==> src/sv/bop_pkg.sv <==
// ----------------------------------------------------------------------------
// bop_pkg
// types and constants for the binomial option pricer
// ----------------------------------------------------------------------------
`default_nettype none
package bop_pkg;

  localparam logic [31:0] SAT32   = 32'hFFFF_FFFF;
  localparam logic [31:0] ONE_Q16 = 32'd65536;
  localparam logic [31:0] ONE_Q31 = 32'h8000_0000;

  typedef enum logic [2:0] {
    REG_NUM_STEPS = 3'd0,
    REG_UP_FACTOR = 3'd1,
    REG_DOWN_FACTOR = 3'd2,
    REG_UP_PROB = 3'd3,
    REG_DISCOUNT = 3'd4,
    REG_PAYOFF_KIND = 3'd5
  } reg_idx_t;

  typedef enum logic [1:0] {
    PAY_CALL = 2'd0,
    PAY_PUT = 2'd1,
    PAY_DCALL = 2'd2,
    PAY_DPUT = 2'd3
  } payoff_t;

  typedef enum logic [3:0] {
    ST_IDLE,
    ST_DOWN_MUL,
    ST_DOWN_WAIT,
    ST_LEAF,
    ST_UP_MUL,
    ST_UP_WAIT,
    ST_IND_RD,
    ST_IND_FETCH,
    ST_IND_MUL,
    ST_IND_WAIT,
    ST_IND_WR,
    ST_DISC_RD,
    ST_DISC_MUL,
    ST_DISC_WAIT,
    ST_OUT
  } state_t;

  typedef struct packed {
    logic [31:0] spot;
    logic [31:0] strike;
  } in_item_t;

  typedef struct packed {
    logic [31:0] price;
    logic        saturated;
  } out_item_t;

  typedef struct packed {
    logic [31:0] a;
    logic [31:0] b;
    logic [5:0]  shift;
  } mul_req_t;

endpackage
`default_nettype wire

==> src/sv/bop_mul.sv <==
// ----------------------------------------------------------------------------
// bop_mul
// registered 32x32 product, shifted and saturated to 32 bits
// ----------------------------------------------------------------------------
`default_nettype none
module bop_mul
  import bop_pkg::*;
(
  input  wire logic        clk,
  input  wire mul_req_t    req,
  output logic [63:0]      prod,
  output logic [31:0]      res,
  output logic             sat
);
  logic [63:0] full;
  logic [5:0]  sh;
  logic [63:0] shifted;

  always_ff @(posedge clk) begin
    full <= 64'(req.a) * 64'(req.b);
    sh   <= req.shift;
  end

  assign shifted = full >> sh;
  assign sat     = |shifted[63:32];
  assign res     = sat ? SAT32 : shifted[31:0];
  assign prod    = full;
endmodule
`default_nettype wire

==> config.mk <==
export PLATFORM = sky130hd
export DESIGN_NAME = bop_mul
export DESIGN_NICKNAME = d
export VERILOG_FILES = /design/src/sv/bop_pkg.sv /design/src/sv/bop_mul.sv
export SDC_FILE = /design/constraint.sdc
export NUM_CORES = 2
export LEC_CHECK = 0
export ABC_AREA = 1
export ABC_CLOCK_PERIOD_IN_PS = 8320
export BUFFER_PORTS_ARGS = -buffer_cell sky130_fd_sc_hd__buf_4
export CORE_UTILIZATION = 45
export DETAILED_ROUTE_END_ITERATION = 8
export PLACE_DENSITY = 0.66
export REMOVE_ABC_BUFFERS = 1
export SYNTH_ARGS = -nofsm -noshare
export SYNTH_HDL_FRONTEND = slang
export SYNTH_SLANG_ARGS = --single-unit
==> constraint.sdc <==
create_clock -name clk -period 8.32 [get_ports clk]
set_clock_uncertainty 0.15 [all_clocks]
set_input_delay 2.496 -clock clk [delete_from_list [all_inputs] [get_ports clk]]
set_output_delay 2.496 -clock clk [all_outputs]
set_load 0.05 [all_outputs]
==> metrics <==
H-tree depth reported by CTS 3; number of synthesized register bits 70; most frequent cells in the layout 1472 x inv_1, 1439 x nand2_1, 827 x fa_1; Vias 36845; Post-Syn Area 40600 um^2; starting DRC count in detailed routing 3026; Placer Congestion 0.965; Tightest Pin Transition 1.08 ns; Remaining DRCs 0; Slew headroom 0.279; Seq/Total Area, Yosys 0.0345; Post-synth EDFFs 0; cell breakdown of the critical path buf_16 -> buf_12 -> nand2_4 -> inv_2 -> fa_1 -> fa_1 -> inv_2 -> fa_2 -> fa_1 -> fa_1 -> inv_2 -> fa_1 -> fa_1 -> fa_1 -> ha_4 -> buf_6 -> a21oi_4 -> o21a_1 -> o21ai_2 -> a21oi_2 -> nand2_1 -> buf_6 -> a21oi_2 -> xnor2_1; Post-synth ARST share 0; period utilisation layout 1.02; min-delay src req[5]; hold buffers post-CTS 0; fillers 7968; Cell variety after synth 44; RSZ-0062 raised after global routing true; full die area 91500 um^2; ys flop type dfxtp_1; TritonCTS clock tree done; placed instance area 45800 um^2; Worst path most repeated cell fa_1; critical path launch point req[14]; Worst EP required 8.43 ns; num rows 109; drt first pass iters 6; CP Class primary input to register; Hold Path Class primary input to register; Crit path largest cell delay 0.61 ns; leading cell type in the layout, fill and taps excluded inv_1; synth-to-layout area growth 25.1%; fin util 0.571; Fin Setup TNS -2.23 ns; failing checks setup timing; clk buf depth 2; Slew Viols, Final 0; CTS Sinks 70; Core ar. 88900 um^2; global route overflow 0; crit path DAT 8.58 ns; nets@finish 7232; share of layout cells above drive strength 1 0.227; Cells after Synth 5568; vias in the first global route 37922; warnings from Yosys 0; CTS Buf Count 9; outcome complete, but fails checks; Max Freq 118 MHz; post-route cell area 50800 um^2; crit-path max FO 8; Setup Viol. Count Final 33; first-pass GRT wire length 206000 um; die width 302 um; diode count 0; max-cap violation count 0; Via density 5.14; fin crit period 8.47 ns; # IOs 168; slowest CP cell fa_1; WL final 135000 um; dpl hpwl 108000 um; wire per inst 18.8 um; initial core utilization 0.457; Crit. End Element register; Total Routing Usage GR 0.289; syn_area_per_cell 7.30 um^2; largest net degree at the start of global routing 67; startpoint types primary input; Root Driver clkbuf_16; final worst slack -0.153 ns; endpoints failing hold 0; ANT nets after route 0; Die H 302 um; port bufs 167; initial antenna violation count 0; clk slew on worst S/H paths 0.08 ns; hold slack 2.09 ns
-- area by class of cell --
type,count,area [um^2],area share
well taps,1165,1460,0.0287
clock inverters,6,93.8,0.00185
multi-input cells,3616,34600,0.681
flip-flops and latches,70,1410,0.0277
repair buffers,696,6970,0.137
clock buffers,10,229,0.00451
inverters,1609,6060,0.119
-- cell usage after synthesis (8+ instances only) --
library cell / instances / share of area
fa_1: 896 / 0.44
a31oi_1: 33 / 0.0051
dfxtp_1: 70 / 0.034
xnor2_1: 12 / 0.0026
buf_1: 17 / 0.0016
nor2_1: 153 / 0.014
or2_2: 10 / 0.0015
ha_1: 263 / 0.081
nand3_1: 325 / 0.040
buf_2: 24 / 0.0030
a21oi_1: 101 / 0.012
nand2_1: 1559 / 0.14
clkbuf_1: 221 / 0.020
nand2_2: 8 / 0.0012
nor3_1: 8 / 0.00099
o21a_1: 12 / 0.0022
o211ai_1: 8 / 0.0015
a21o_1: 14 / 0.0026
nand4_1: 15 / 0.0023
inv_1: 1605 / 0.15
nand3_2: 41 / 0.010
xor2_1: 40 / 0.0086
o21bai_1: 9 / 0.0017
o21ai_0: 84 / 0.010
-- repair_timing --
action | in CTS | in global routing
pin swaps | 156 | 262
endpoints found under the setup margin | 46 | 48
resized for setup | 471 | 528
setup buffers | 27 | 41
cloned | 5 | 15
-- cells by family (layout without fill, tap and decap cells) --
| family | after synthesis | count (layout) | synth area share |
|---|---|---|---|
| compound gates | 270 | 270 | 0.0375 |
| flops | 70 | 70 | 0.0345 |
| xor+xnor | 52 | 52 | 0.0112 |
| buf+inv | 1882 | 2321 | 0.176 |
| fa+ha+maj | 1159 | 1159 | 0.523 |
| simple gates | 2135 | 2135 | 0.218 |
-- flip-flops by register name, indices dropped and copies added (netlist names) --
name  flops
sh        6
prod     64
-- per-layer routing --
metal | up-vias | track usage | wire [um]
li1 | 16772 | - | -
met1 | 18363 | 0.380 | 54600
met2 | 1386 | 0.502 | 65600
met4 | 0 | 0.0912 | 6040
met5 | - | 0 | 0
met3 | 324 | 0.0302 | 8970
-- final timing paths --
kind       end  slack (ns)  cells after the start
min      sh[5]        2.09                      1
max   prod[33]       -0.15                     24
-- critical path: cells and delay by family --
kind	cells	cell delay, ns
buf+inv	7	0.68
xor+xnor	1	0.14
compound gates	5	0.76
simple gates	2	0.14
fa+ha+maj	9	4.33
-- per-stage QoR --
step | std cells | worst slack (ns)
after detailed placement | 7071 | -0.810
after CTS | 7118 | -0.0948
final | 7172 | -0.153
after global placement | 7071 | -0.830
after global routing | 7172 | -0.324
after floorplan | 5295 | -0.0199
Power is left out: the tool's default activity adds up to more than one toggle a clock period on the data nets, which glitch-free logic cannot reach.
